### src/dod_pkg.sv
// shared types and constants for the delay overuse detector
// no dependencies; imported by the interfaces and every module
`default_nettype none

package dod_pkg;

  localparam int FRAC_BITS = 16;
  localparam int GAIN_BITS = 24;

  localparam int MS_W    = 28;
  localparam int GAIN_W  = 24;
  localparam int CAP_W   = 10;
  localparam int CNT_W   = 16;
  localparam int NOW_W   = 40;
  localparam int ACC_W   = 32;
  localparam int STEP_W  = 16;
  localparam int IDX_W   = 8;
  localparam int MAG_W   = 38;
  localparam int PROD_W  = MS_W + GAIN_W;
  localparam int HI_W    = MS_W + STEP_W;
  localparam int DELTA_W = HI_W + 1;
  localparam int NT_W    = DELTA_W + 2;

  localparam logic [GAIN_W-1:0] GAIN_UP_RST    = GAIN_W'(313734);
  localparam logic [GAIN_W-1:0] GAIN_DOWN_RST  = GAIN_W'(654311);
  localparam logic [MS_W-1:0]   OVER_LIMIT_RST = MS_W'((64'(25) << FRAC_BITS) >> 1);
  localparam logic [CAP_W-1:0]  COUNT_CAP_RST  = CAP_W'(60);
  localparam logic [MS_W-1:0]   MARGIN_RST     = MS_W'(64'(15) << FRAC_BITS);
  localparam logic [STEP_W-1:0] MAX_STEP_RST   = STEP_W'(100);
  localparam logic [MS_W-1:0]   FLOOR_RST      = MS_W'(64'(6) << FRAC_BITS);
  localparam logic [MS_W-1:0]   CEILING_RST    = MS_W'(64'(600) << FRAC_BITS);
  localparam logic [MS_W-1:0]   THRESHOLD_RST  = MS_W'((64'(25) << FRAC_BITS) >> 1);

  typedef enum logic [IDX_W-1:0] {
    REG_GAIN_UP     = 8'd0,
    REG_GAIN_DOWN   = 8'd1,
    REG_OVER_LIMIT  = 8'd2,
    REG_COUNT_CAP   = 8'd3,
    REG_MARGIN      = 8'd4,
    REG_MAX_STEP    = 8'd5,
    REG_FLOOR       = 8'd6,
    REG_CEILING     = 8'd7
  } reg_index_t;

  typedef enum logic [1:0] {
    USAGE_NORMAL = 2'd0,
    USAGE_UNDER  = 2'd1,
    USAGE_OVER   = 2'd2
  } usage_t;

  typedef struct packed {
    logic [GAIN_W-1:0] gain_up;
    logic [GAIN_W-1:0] gain_down;
    logic [MS_W-1:0]   over_limit;
    logic [CAP_W-1:0]  count_cap;
    logic [MS_W-1:0]   margin;
    logic [STEP_W-1:0] max_step;
    logic [MS_W-1:0]   floor_thr;
    logic [MS_W-1:0]   ceiling_thr;
  } cfg_regs_t;

  typedef enum logic [3:0] {
    OP_NONE,
    OP_LOAD,
    OP_SCALE,
    OP_CLASS,
    OP_GAIN,
    OP_STEPH,
    OP_STEPL,
    OP_SUM,
    OP_APPLY,
    OP_CLAMP,
    OP_OUT
  } dp_op_t;

  typedef struct packed {
    dp_op_t op;
  } dp_cmd_t;

  typedef struct packed {
    logic few;
    logic skip;
  } dp_status_t;

endpackage

`default_nettype wire

### src/dod_ifs.sv
// handshake channels of the delay overuse detector: estimates, results, register writes
// depends on dod_pkg for field widths
`default_nettype none

interface dod_est_if import dod_pkg::*; ();
  logic                    valid;
  logic                    ready;
  logic signed [MS_W-1:0]  delay_offset;
  logic [MS_W-1:0]         group_gap;
  logic [CNT_W-1:0]        delta_count;
  logic [NOW_W-1:0]        now_ms;

  modport source (output valid, delay_offset, group_gap, delta_count, now_ms, input ready);
  modport sink (input valid, delay_offset, group_gap, delta_count, now_ms, output ready);
endinterface

interface dod_res_if import dod_pkg::*; ();
  logic            valid;
  logic            ready;
  logic [1:0]      usage_state;
  logic [MS_W-1:0] current_threshold;

  modport source (output valid, usage_state, current_threshold, input ready);
  modport sink (input valid, usage_state, current_threshold, output ready);
endinterface

interface dod_cfg_if import dod_pkg::*; ();
  logic             valid;
  logic             ready;
  logic [IDX_W-1:0] index;
  logic [MS_W-1:0]  data;

  modport source (output valid, index, data, input ready);
  modport sink (input valid, index, data, output ready);
endinterface

`default_nettype wire

### src/dod_cfg.sv
// configuration register file of the delay overuse detector
// depends on dod_pkg for register indexes, widths and reset values
`default_nettype none

module dod_cfg import dod_pkg::*; (
  input  wire logic             clk,
  input  wire logic             rst,
  input  wire logic             wr_en,
  input  wire logic [IDX_W-1:0] wr_index,
  input  wire logic [MS_W-1:0]  wr_data,
  output cfg_regs_t             regs
);

  always_ff @(posedge clk) begin
    if (rst) begin
      regs.gain_up     <= GAIN_UP_RST;
      regs.gain_down   <= GAIN_DOWN_RST;
      regs.over_limit  <= OVER_LIMIT_RST;
      regs.count_cap   <= COUNT_CAP_RST;
      regs.margin      <= MARGIN_RST;
      regs.max_step    <= MAX_STEP_RST;
      regs.floor_thr   <= FLOOR_RST;
      regs.ceiling_thr <= CEILING_RST;
    end else if (wr_en) begin
      unique case (wr_index)
        REG_GAIN_UP:    regs.gain_up     <= wr_data[GAIN_W-1:0];
        REG_GAIN_DOWN:  regs.gain_down   <= wr_data[GAIN_W-1:0];
        REG_OVER_LIMIT: regs.over_limit  <= wr_data;
        REG_COUNT_CAP:  regs.count_cap   <= wr_data[CAP_W-1:0];
        REG_MARGIN:     regs.margin      <= wr_data;
        REG_MAX_STEP:   regs.max_step    <= wr_data[STEP_W-1:0];
        REG_FLOOR:      regs.floor_thr   <= wr_data;
        REG_CEILING:    regs.ceiling_thr <= wr_data;
        default: ;
      endcase
    end
  end

endmodule

`default_nettype wire

### src/dod_ctrl.sv
// sequencer of the delay overuse detector: steps the datapath through one item
// depends on dod_pkg for command and status types
`default_nettype none

module dod_ctrl import dod_pkg::*; (
  input  wire logic       clk,
  input  wire logic       rst,
  input  wire logic       in_valid,
  output logic            in_ready,
  output logic            out_valid,
  input  wire logic       out_ready,
  input  wire dp_status_t status,
  output dp_cmd_t         cmd
);

  typedef enum logic [9:0] {
    S_IDLE   = 10'b00_0000_0001,
    S_SCALE  = 10'b00_0000_0010,
    S_CLASS  = 10'b00_0000_0100,
    S_GAIN   = 10'b00_0000_1000,
    S_STEPH  = 10'b00_0001_0000,
    S_STEPL  = 10'b00_0010_0000,
    S_SUM    = 10'b00_0100_0000,
    S_APPLY  = 10'b00_1000_0000,
    S_CLAMP  = 10'b01_0000_0000,
    S_FINISH = 10'b10_0000_0000
  } state_t;

  state_t state, state_next;
  logic   out_free;

  assign in_ready = (state == S_IDLE);
  assign out_free = !out_valid || out_ready;

  always_comb begin
    state_next = state;
    cmd.op     = OP_NONE;
    unique case (state)
      S_IDLE: begin
        if (in_valid) begin
          cmd.op     = OP_LOAD;
          state_next = S_SCALE;
        end
      end
      S_SCALE: begin
        if (status.few) begin
          state_next = S_FINISH;
        end else begin
          cmd.op     = OP_SCALE;
          state_next = S_CLASS;
        end
      end
      S_CLASS: begin
        cmd.op     = OP_CLASS;
        state_next = status.skip ? S_FINISH : S_GAIN;
      end
      S_GAIN: begin
        cmd.op     = OP_GAIN;
        state_next = S_STEPH;
      end
      S_STEPH: begin
        cmd.op     = OP_STEPH;
        state_next = S_STEPL;
      end
      S_STEPL: begin
        cmd.op     = OP_STEPL;
        state_next = S_SUM;
      end
      S_SUM: begin
        cmd.op     = OP_SUM;
        state_next = S_APPLY;
      end
      S_APPLY: begin
        cmd.op     = OP_APPLY;
        state_next = S_CLAMP;
      end
      S_CLAMP: begin
        cmd.op     = OP_CLAMP;
        state_next = S_FINISH;
      end
      S_FINISH: begin
        // wait for the output register to free up
        if (out_free) begin
          cmd.op     = OP_OUT;
          state_next = S_IDLE;
        end
      end
      default: state_next = S_IDLE;
    endcase
  end

  always_ff @(posedge clk) begin
    if (rst) begin
      state     <= S_IDLE;
      out_valid <= 1'b0;
    end else begin
      state <= state_next;
      if (cmd.op == OP_OUT) begin
        out_valid <= 1'b1;
      end else if (out_ready) begin
        out_valid <= 1'b0;
      end
    end
  end

endmodule

`default_nettype wire

### src/dod_dp.sv
// datapath of the delay overuse detector: detector state, shared multiplier,
// threshold adaptation and output register; depends on dod_pkg
`default_nettype none

module dod_dp import dod_pkg::*; (
  input  wire logic                   clk,
  input  wire logic                   rst,
  input  wire dp_cmd_t                cmd,
  output dp_status_t                  status,
  input  wire cfg_regs_t              regs,
  input  wire logic signed [MS_W-1:0] delay_offset,
  input  wire logic [MS_W-1:0]        group_gap,
  input  wire logic [CNT_W-1:0]       delta_count,
  input  wire logic [NOW_W-1:0]       now_ms,
  output logic [1:0]                  usage_state,
  output logic [MS_W-1:0]             current_threshold
);

  // captured item
  logic signed [MS_W-1:0] off_r;
  logic [MS_W-1:0]        gap_r;
  logic [CNT_W-1:0]       cnt_r;
  logic [NOW_W-1:0]       now_r;

  // detector state
  logic [MS_W-1:0]        threshold;
  logic [ACC_W-1:0]       over_accum;
  logic                   over_valid;
  logic [CNT_W-1:0]       over_count;
  logic signed [MS_W-1:0] prev_offset;
  logic [NOW_W-1:0]       last_ms;
  logic                   last_valid;
  usage_t                 mode;

  // working registers
  logic [PROD_W-1:0]      prod;
  logic [MS_W-1:0]        diff_r;
  logic [GAIN_W-1:0]      k_r;
  logic [STEP_W-1:0]      dt_r;
  logic                   rise_r;
  logic [HI_W-1:0]        hi_r;
  logic [STEP_W-1:0]      lo_r;
  logic [DELTA_W-1:0]     step_r;
  logic signed [NT_W-1:0] nt_r;

  // shared multiplier
  logic [MS_W-1:0]        mul_a;
  logic [GAIN_W-1:0]      mul_b;
  logic [PROD_W-1:0]      mul_p;

  logic [CAP_W-1:0]       n_eff;
  logic [MS_W-1:0]        abs_off;

  logic [MAG_W-1:0]       mag;
  logic                   t_neg;
  logic                   above;
  logic [ACC_W:0]         acc_sum;
  logic [ACC_W-1:0]       acc_upd;
  logic [CNT_W-1:0]       cnt_upd;
  logic                   fire;
  logic [NOW_W-1:0]       last_eff;
  logic [NOW_W-1:0]       dt_full;
  logic [STEP_W-1:0]      dt_cap;
  logic                   rise;
  logic [MS_W-1:0]        diff;
  logic [GAIN_W-1:0]      k_sel;
  logic signed [NT_W-1:0] nt_ceil;
  logic signed [NT_W-1:0] nt_clamped;

  assign n_eff   = (cnt_r < CNT_W'(regs.count_cap)) ? cnt_r[CAP_W-1:0] : regs.count_cap;
  assign abs_off = off_r[MS_W-1] ? (~off_r + MS_W'(1)) : off_r;

  always_comb begin
    mul_a = abs_off;
    mul_b = GAIN_W'(n_eff);
    case (cmd.op)
      OP_GAIN: begin
        mul_a = diff_r;
        mul_b = k_r;
      end
      OP_STEPH: begin
        mul_a = prod[PROD_W-1:GAIN_BITS];
        mul_b = GAIN_W'(dt_r);
      end
      OP_STEPL: begin
        mul_a = MS_W'(prod[GAIN_BITS-1:0]);
        mul_b = GAIN_W'(dt_r);
      end
      default: ;
    endcase
  end

  assign mul_p = PROD_W'(mul_a) * PROD_W'(mul_b);

  // classification and adaptation setup, used in the class step; the few-deltas flag also in the scale and output steps
  always_comb begin
    status.few = (cnt_r < CNT_W'(2));

    mag     = prod[MAG_W-1:0];
    t_neg   = off_r[MS_W-1] && (mag != '0);
    above   = mag > MAG_W'(threshold);
    acc_sum = (ACC_W+1)'(over_accum) + (ACC_W+1)'(gap_r);
    if (!over_valid) begin
      acc_upd = ACC_W'(gap_r >> 1);
    end else if (acc_sum[ACC_W]) begin
      acc_upd = '1;
    end else begin
      acc_upd = acc_sum[ACC_W-1:0];
    end
    cnt_upd = (over_count == '1) ? over_count : over_count + CNT_W'(1);
    fire    = (acc_upd > ACC_W'(regs.over_limit)) && (cnt_upd > CNT_W'(1)) &&
              (off_r > prev_offset);

    last_eff = last_valid ? last_ms : now_r;
    dt_full  = (now_r >= last_eff) ? now_r - last_eff : '0;
    dt_cap   = (dt_full > NOW_W'(regs.max_step)) ? regs.max_step : dt_full[STEP_W-1:0];
    rise     = mag >= MAG_W'(threshold);
    // outside the skip case the difference fits the ms width
    diff     = rise ? MS_W'(mag - MAG_W'(threshold)) : MS_W'(MAG_W'(threshold) - mag);
    k_sel    = rise ? regs.gain_up : regs.gain_down;

    status.skip = mag > (MAG_W'(threshold) + MAG_W'(regs.margin));
  end

  // ceiling first, then floor, so the floor wins when they cross
  always_comb begin
    nt_ceil    = (nt_r > signed'(NT_W'(regs.ceiling_thr))) ?
                 signed'(NT_W'(regs.ceiling_thr)) : nt_r;
    nt_clamped = (nt_ceil < signed'(NT_W'(regs.floor_thr))) ?
                 signed'(NT_W'(regs.floor_thr)) : nt_ceil;
  end

  always_ff @(posedge clk) begin
    if (rst) begin
      threshold   <= THRESHOLD_RST;
      over_accum  <= '0;
      over_valid  <= 1'b0;
      over_count  <= '0;
      prev_offset <= '0;
      last_ms     <= '0;
      last_valid  <= 1'b0;
      mode        <= USAGE_NORMAL;
    end else begin
      case (cmd.op)
        OP_CLASS: begin
          if (!t_neg && above) begin
            over_valid <= 1'b1;
            over_accum <= fire ? '0 : acc_upd;
            over_count <= fire ? '0 : cnt_upd;
            if (fire) begin
              mode <= USAGE_OVER;
            end
          end else begin
            over_valid <= 1'b0;
            over_accum <= '0;
            over_count <= '0;
            mode       <= t_neg && above ? USAGE_UNDER : USAGE_NORMAL;
          end
          prev_offset <= off_r;
          last_ms     <= now_r;
          last_valid  <= 1'b1;
        end
        OP_CLAMP: threshold <= nt_clamped[MS_W-1:0];
        default: ;
      endcase
    end
  end

  always_ff @(posedge clk) begin
    case (cmd.op)
      OP_LOAD: begin
        off_r <= delay_offset;
        gap_r <= group_gap;
        cnt_r <= delta_count;
        now_r <= now_ms;
      end
      OP_SCALE: prod <= mul_p;
      OP_CLASS: begin
        diff_r <= diff;
        k_r    <= k_sel;
        dt_r   <= dt_cap;
        rise_r <= rise;
      end
      OP_GAIN:  prod   <= mul_p;
      OP_STEPH: hi_r   <= mul_p[HI_W-1:0];
      OP_STEPL: lo_r   <= mul_p[GAIN_BITS+STEP_W-1:GAIN_BITS];
      OP_SUM:   step_r <= DELTA_W'(hi_r) + DELTA_W'(lo_r);
      OP_APPLY: begin
        nt_r <= rise_r ? signed'(NT_W'(threshold)) + signed'(NT_W'(step_r)) :
                         signed'(NT_W'(threshold)) - signed'(NT_W'(step_r));
      end
      OP_OUT: begin
        usage_state       <= status.few ? USAGE_NORMAL : mode;
        current_threshold <= threshold;
      end
      default: ;
    endcase
  end

endmodule

`default_nettype wire

### src/delay_overuse_detector.sv
// Delay overuse detector, top level. Ties together register file, sequencer
// and datapath; depends on dod_pkg, the interfaces in dod_ifs, dod_cfg,
// dod_ctrl and dod_dp.
//
// Usage:
//   cfg      register writes (index, data); always ready, one write per cycle.
//            Write only while no item is in flight.
//   estimate one delay-gradient item per handshake; ready only while the
//            sequencer is idle, so one item is worked on at a time.
//   result   one item (usage_state, current_threshold) per estimate, held in
//            an output register until taken.
// Steps: an item with fewer than two deltas goes from load straight to the
// final step, one with an offset beyond threshold plus margin stops after the
// class step, and a full adaptation also runs the gain, two time-step, sum,
// apply and clamp steps. The one shared 28x24 multiplier is used in turn for
// offset scaling, gain product and the two halves of the time-step product.
// The next item can be taken in the cycle after the previous result is loaded.
// Reset (rst, synchronous) restores the register defaults and the detector
// state. A stalled result holds the block in its final step until taken.
`default_nettype none

module delay_overuse_detector import dod_pkg::*; (
  input wire logic  clk,
  input wire logic  rst,
  dod_cfg_if.sink   cfg,
  dod_est_if.sink   estimate,
  dod_res_if.source result
);

  cfg_regs_t  regs;
  dp_cmd_t    cmd;
  dp_status_t status;

  assign cfg.ready = 1'b1;

  dod_cfg u_cfg (
    .clk      (clk),
    .rst      (rst),
    .wr_en    (cfg.valid),
    .wr_index (cfg.index),
    .wr_data  (cfg.data),
    .regs     (regs)
  );

  dod_ctrl u_ctrl (
    .clk       (clk),
    .rst       (rst),
    .in_valid  (estimate.valid),
    .in_ready  (estimate.ready),
    .out_valid (result.valid),
    .out_ready (result.ready),
    .status    (status),
    .cmd       (cmd)
  );

  dod_dp u_dp (
    .clk               (clk),
    .rst               (rst),
    .cmd               (cmd),
    .status            (status),
    .regs              (regs),
    .delay_offset      (estimate.delay_offset),
    .group_gap         (estimate.group_gap),
    .delta_count       (estimate.delta_count),
    .now_ms            (estimate.now_ms),
    .usage_state       (result.usage_state),
    .current_threshold (result.current_threshold)
  );

endmodule

`default_nettype wire
### src/flat_wrapper.sv
// flat-port wrapper written by rule: the top's interface ports become plain ports
module delay_overuse_detector_flat import dod_pkg::*;
  (clk, rst, cfg_valid, cfg_index, cfg_data, cfg_ready, estimate_valid, estimate_delay_offset, estimate_group_gap, estimate_delta_count, estimate_now_ms, estimate_ready, result_valid, result_usage_state, result_current_threshold, result_ready);
  dod_cfg_if cfg_i ();
  dod_est_if estimate_i ();
  dod_res_if result_i ();
  input wire logic clk;
  input wire logic rst;
  input wire logic [$bits(cfg_i.valid)-1:0] cfg_valid;
  input wire logic [$bits(cfg_i.index)-1:0] cfg_index;
  input wire logic [$bits(cfg_i.data)-1:0] cfg_data;
  output wire logic [$bits(cfg_i.ready)-1:0] cfg_ready;
  input wire logic [$bits(estimate_i.valid)-1:0] estimate_valid;
  input wire logic [$bits(estimate_i.delay_offset)-1:0] estimate_delay_offset;
  input wire logic [$bits(estimate_i.group_gap)-1:0] estimate_group_gap;
  input wire logic [$bits(estimate_i.delta_count)-1:0] estimate_delta_count;
  input wire logic [$bits(estimate_i.now_ms)-1:0] estimate_now_ms;
  output wire logic [$bits(estimate_i.ready)-1:0] estimate_ready;
  output wire logic [$bits(result_i.valid)-1:0] result_valid;
  output wire logic [$bits(result_i.usage_state)-1:0] result_usage_state;
  output wire logic [$bits(result_i.current_threshold)-1:0] result_current_threshold;
  input wire logic [$bits(result_i.ready)-1:0] result_ready;
  assign cfg_i.valid = cfg_valid;
  assign cfg_i.index = cfg_index;
  assign cfg_i.data = cfg_data;
  assign cfg_ready = cfg_i.ready;
  assign estimate_i.valid = estimate_valid;
  assign estimate_i.delay_offset = estimate_delay_offset;
  assign estimate_i.group_gap = estimate_group_gap;
  assign estimate_i.delta_count = estimate_delta_count;
  assign estimate_i.now_ms = estimate_now_ms;
  assign estimate_ready = estimate_i.ready;
  assign result_valid = result_i.valid;
  assign result_usage_state = result_i.usage_state;
  assign result_current_threshold = result_i.current_threshold;
  assign result_i.ready = result_ready;
  delay_overuse_detector u_core (.clk(clk), .rst(rst), .cfg(cfg_i), .estimate(estimate_i), .result(result_i));
endmodule
### config.mk
export PLATFORM = sky130hd
export DESIGN_NAME = delay_overuse_detector_flat
export DESIGN_NICKNAME = d
export VERILOG_FILES = /design/src/dod_pkg.sv /design/src/dod_ifs.sv /design/src/dod_cfg.sv /design/src/dod_ctrl.sv /design/src/dod_dp.sv /design/src/delay_overuse_detector.sv /design/src/flat_wrapper.sv
export SDC_FILE = /design/constraint.sdc
export NUM_CORES = 2
export LEC_CHECK = 0
export ABC_CLOCK_PERIOD_IN_PS = 26300
export BUFFER_PORTS_ARGS = -buffer_cell sky130_fd_sc_hd__buf_4
export CORE_ASPECT_RATIO = 0.8
export CORE_MARGIN = 2
export CORE_UTILIZATION = 55
export CTS_CLUSTER_DIAMETER = 40
export DETAILED_ROUTE_END_ITERATION = 8
export GPL_TIMING_DRIVEN = 0
export PLACE_DENSITY = 0.72
export RECOVER_POWER = 100
export SLEW_MARGIN = 20
export SYNTH_ARGS = -nofsm -noshare
export SYNTH_HDL_FRONTEND = slang
export SYNTH_SLANG_ARGS = --single-unit
### constraint.sdc
create_clock -name clk -period 26.3 [get_ports clk]
set_input_delay 1.315 -clock clk [delete_from_list [all_inputs] [get_ports clk]]
set_output_delay 1.315 -clock clk [all_outputs]
set_load 0.02 [all_outputs]
# Word level (Yosys, flattened, before mapping)
# Cells that the tools add are included.
# Widths: inputs -> output; s select.
# classes
addsub	10
n_mul	1
order_cmp	12
n_eq_ne	31
n_mux	34
n_bitwise	1
reduce_logical	23
# op_table
operator	n
$mux 32	4
$pmux 10 s10	1
$mux 47	2
$mux 28	3
$pmux 28 s3	1
$mux 40	2
$mux 16	4
$sub 28x28->28	2
$mul 28x24->52	1
$mux 10	5
$pmux 24 s2	1
$gt 47x29->1	1
$lt 47x29->1	1
$add 28x45->46	1
$sub 28x45->46	1
$add 44x16->45	1
$ge 40x40->1	1
$gt 40x16->1	1
$pmux 4 s10	1
$sub 40x40->40	1
$ge 38x28->1	1
$gt 38x28->1	1
$gt 38x29->1	1
$reduce_bool 38->1	1
40 further kinds	73
# totals
register_bits	760
input_bits	153
output_inout_bits	33
word_cells	145

# Depth between registers and ports, before layout
# logic_depth
word_depth	8
ltp_mapped	39
depth_no_buf	37

# Hierarchy
# From an unflattened synthesis, not the netlist that was laid out.
# unflattened
cells_unflattened	7384
hier_area_um2	68273.0
# by_module_without_submodules
mod	instances	cells_per_inst	area_each_um2	seq_area_each_um2
dod_dp	1	6620	60292.8	15424.8
dod_cfg	1	676	7267.0	3723.6
dod_ctrl	1	86	701.9	220.2
delay_overuse_detector	1	2	11.3	0.0

# Worst setup path before layout
# OpenSTA, ideal clock, no wires.
# synth_timing
path_kind	reg-to-reg
startpoint	register u_core.u_ctrl.state[6]
endpoint	register u_core.u_dp.prod[48] (data pin)
setup_time_ps	274
arrival_time_ps	10003
required_time_ps	26026
setup_slack_ps	16023
stages_incl_launch_ff	35
path_buffers	4
period_less_slack_ps	10277
path_cell_list	dfxtp_1 nor2_1 nand2_1 nor3_1 nand2_1 nor3b_1 clkbuf_1 clkbuf_1 a221o_1 clkbuf_1 nand2_1 fa_1 inv_1 fa_1 inv_1 fa_1 fa_1 fa_1 inv_1 fa_1 inv_1 fa_1 inv_1 ha_1 clkbuf_1 a21o_1 a221o_1 and3_1 a21o_1 o221ai_1 o21a_1 o21ai_0 a221oi_1 o41ai_1 xor2_1
# synth_via
elab_chain_cells	6
elab_cells_between_ends	18
cone_classes	mul (1); eq/ne (13); mux (3); reduce/logical (1)
# synth_lines
element	line_no	text
from (decl)	dod_ctrl.sv:29	state_t state, state_next;
from (signal assigned)	dod_ctrl.sv:97	state <= state_next;
$eq 10x10->1 (tied with other cells)	dod_ctrl.sv:38	unique case (state)
$pmux 4 s10 (*)	dod_ctrl.sv:38	
$eq 4x3->1	dod_dp.sv:76	case (cmd.op)
$reduce_or 2->1 (no source line)	-	
$pmux 24 s2	dod_dp.sv:76	
$mul 28x24->52 (*)	dod_dp.sv:93	assign mul_p = PROD_W'(mul_a) * PROD_W'(mul_b);
via u_core.u_dp.mul_p[48]	dod_dp.sv:49	logic [PROD_W-1:0] mul_p;
to (signal assigned)	dod_dp.sv:177	OP_SCALE: prod <= mul_p;
to (signal assigned)	dod_dp.sv:184	OP_GAIN: prod <= mul_p;
to (decl)	dod_dp.sv:36	logic [PROD_W-1:0] prod;
# Mark *: on every way through the listed nets, which the timed path passes. The rest lies on a longest branch.
# A chain may end at the register's enable or synchronous reset.

# Worst setup path after layout
# layout_timing
startpoint	register u_core.u_ctrl.state[6]
endpoint	register u_core.u_dp.prod[37] (data pin)
# Same word-level chain as after synthesis.

==> impl_metrics.tcl <==
set metrics [dict create \
    status "finished with violations" \
    violations "capacitance limit, slew limit" \
    setup_violations 0 \
    root_buffer "clkbuf_16" \
    place_inst 9315 \
    wl_mm 233 \
    multi_input_area_um2 42300 \
    cpMostUsedCell "fa_1" \
    grt_pass1_wl_mm 346 \
    cts.clk_slew.worst_paths_ns 0.06 \
    drive_above_1_share_pct 5.54 \
    hold_viol_final 0 \
    tns_ns 0 \
    async_reset_ff_share_pct 0 \
    fmax_ghz 0.0680 \
    vdd_drop_max_mv 0.117 \
    ys_warn_count 0 \
    fp-row-count 114 \
    yosys.cell_types.count 93 \
    grt_overflow 0 \
    netlist_instances 7496 \
    drt_pass1_iterations 8 \
    cts_htree_levels 3 \
    synth_seq_cells 760 \
    num-nets-final 9097 \
    clock_path_buffers 3 \
    final_core_util_pct 61.2 \
    detail-route-antenna-nets 0 \
    cp_num_buf_inv 10 \
    powerDensity_nw_per_um2 65.2 \
    cts_tree "yes" \
    fin_cells 9520 \
    cts_sinks 760 \
    ys_seq_area_share_pct 29.1 \
    insertion_delay_ns 0.73 \
    slowest_delay_ns 2.13 \
    antenna_found_initial 15 \
    die-area_um2 124000 \
    cp-end-kind "register" \
    fp.dieH_um 315 \
    critPathRequiredTime_ns 26.66 \
    wire_per_inst_um 24.5 \
    pin_count 186 \
    cp_top_family "buffers and inverters" \
    post_cts_resized 0 \
    gp_congestion 1.05 \
    crit_slowest_cell "clkbuf_1" \
    num_vias 57300 \
    cts_buffers 105 \
    syn_avg_cell_area_um2 8.89 \
    tightest_slew_ns 3.21 \
    fill_cells 10500 \
    maxCapViolCount 16 \
    initial_utilization_pct 55.3 \
    drc_errors 0 \
    slew_viol_final 394 \
    viasPerCell 6.02 \
    area_growth_pct 10.6 \
    dp_hpwl_mm 186 \
    dpl_worst_slack_ns 13.35 \
    drtIter0Drc 6252 \
    synth_nets 8795 \
    final-seq-area_um2 19400 \
    fin_crit_sh_pct 55.9 \
    grt_max_degree 57 \
    cts_setup_buffers 0 \
    holdCritPathClass "register to register" \
    die_w_um 393 \
    max_slew_margin_pct -114 \
    leakagePower_nw 31.7 \
    grt_pass1_vias 55100 \
    crit_path_max_fanout 52 \
    timing.final.ws_setup_ns 11.59 \
    grt_usage_pct 37.6 \
    crit_type "register to register" \
    period_needed_ns 14.71 \
    start_kind "register" \
    syn-cell-area_um2 66700 \
    coreArea_um2 121000 \
    holdBufCountCts 0 \
    rsz0062_at_grt "false" \
    clock_skew_ns 0.0303 \
    worstPathArrival_ns 15.07 \
    synthFlopType "edfxtp_1" \
    synth-edff-count 415 \
    portBuffers 173 \
]
-- flip-flops by register name, indices dropped and copies added, names as in the netlist, 32 cells and up --
signal	flops
u_core.u_dp.last_ms	40
u_core.u_dp.step_r	45
u_core.u_dp.over_accum	32
u_core.u_dp.prod	52
u_core.u_dp.hi_r	44
u_core.u_cfg.regs	186
u_core.u_dp.nt_r	47
u_core.u_dp.now_r	40
-- routing by layer --
metal | vias up | wire, µm | GRT usage [%]
met5 | - | 158 | 0
met4 | 10 | 13100 | 17.9
met3 | 596 | 29800 | 12.3
met2 | 3111 | 95400 | 53.9
met1 | 27800 | 94700 | 51.4
li1 | 25800 | - | -
-- placed cells by master, fill, tap and decap left out, types with 107 or more instances in the layout --
cell type / count
a21o_1: 144
a21oi_1: 518
clkbuf_1: 379
clkbuf_16: 108
clkbuf_4: 107
dfxtp_1: 345
edfxtp_1: 415
fa_1: 578
ha_1: 568
inv_1: 979
nand2_1: 1123
nand3_1: 134
nor2_1: 593
o21ai_0: 258
xnor2_1: 160
-- worst reg2reg max path, delay by kind of cell, from the launching register on --
kind / cells / cell delay (ns)
AOI/OAI and AO/OA: 9 / 3.07
buffers and inverters: 10 / 4.05
DFF: 1 / 0.33
and+or+nand+nor: 8 / 2.08
xor gates and xnor gates: 1 / 0.96
adders and majority gates: 8 / 3.83
-- cell usage after synthesis, drive strengths merged (29+ instances only) --
library cell	n	area share, %
nand2	1124	6.3
or3	30	0.28
mux2i	71	1.1
nand3	135	1.0
ha	568	11
a21o	144	1.6
nor2b	54	0.51
xor2	99	1.3
a211oi	44	0.50
o21bai	50	0.56
nor4	42	0.43
and3	46	0.43
mux2	56	0.95
dfxtp	345	10
o31ai	60	0.68
o211ai	41	0.46
and2	50	0.47
xnor2	160	2.1
edfxtp	415	19
nand2b	60	0.56
o21ai	272	2.0
nand4	68	0.64
nor2	593	3.3
a31oi	50	0.47
or2	29	0.27
a22oi	46	0.52
inv	980	5.5
a21oi	523	3.9
clkbuf	318	1.8
fa	578	17
buf	34	0.26
nor3	67	0.50
o21a	74	0.83
-- power breakdown --
group / switching [mW] / leakage, nW / internal, mW
Clock: 0.632 / 1.81 / 0.854
Combinational: 1.27 / 23.3 / 0.597
Sequential: 0.0454 / 6.54 / 1.40
Total: 1.95 / 31.7 / 2.85
-- cells by family (layout without fill, tap and decap cells) --
kind of cell	Yosys count	count (layout)	synth area share, %
AND/OR/NAND/NOR	2364	2364	15.6
AO/OA/AOI/OAI	1506	1506	14.4
buffers and inverters	1333	1726	7.58
adder cells (fa/ha/maj)	1146	1146	28.0
flip-flops	760	760	29.1
XOR/XNOR	259	259	3.40
multiplexers	127	127	2.01
other	1	8	0.00562
-- stage by stage --
step                      hold slack [ns]  cell area [µm²]  total power [mW]
after global routing                0.466            73700              5.03
after CTS                           0.451            74200              4.80
final                               0.450            73700              4.81
after floorplan                     0.432            66700              2.58
after global placement              0.438            70000              3.26
after detailed placement            0.443            70500              3.31
-- final timing paths --
| path | startpoint | to | slack (ns) | cells after the start |
|---|---|---|---|---|
| worst max-delay path | u_core.u_ctrl.state[6]$_SDFFE_PP0P_ | u_core.u_dp.prod[37]$_DFFE_PP_ | 11.59 | 36 |
| worst min-delay path | u_core.u_dp.last_ms[31]$_SDFFE_PP0P_ | u_core.u_dp.last_ms[31]$_SDFFE_PP0P_ | 0.45 | 2 |
| worst max register to register | u_core.u_ctrl.state[6]$_SDFFE_PP0P_ | u_core.u_dp.prod[37]$_DFFE_PP_ | 11.59 | 36 |
| worst min register to register | u_core.u_dp.last_ms[31]$_SDFFE_PP0P_ | u_core.u_dp.last_ms[31]$_SDFFE_PP0P_ | 0.45 | 2 |
-- area by class of cell --
class,count,area share [%]
multi-input combinational,5403,57.3
sequential,760,26.3
inverter,981,5.00
clock buffer,119,3.78
tap,1624,2.76
buffer,352,1.83
timing repair buffer,195,1.77
clock inverter,79,1.25
antenna,7,0.0238
(Power assumes the default switching activity.)
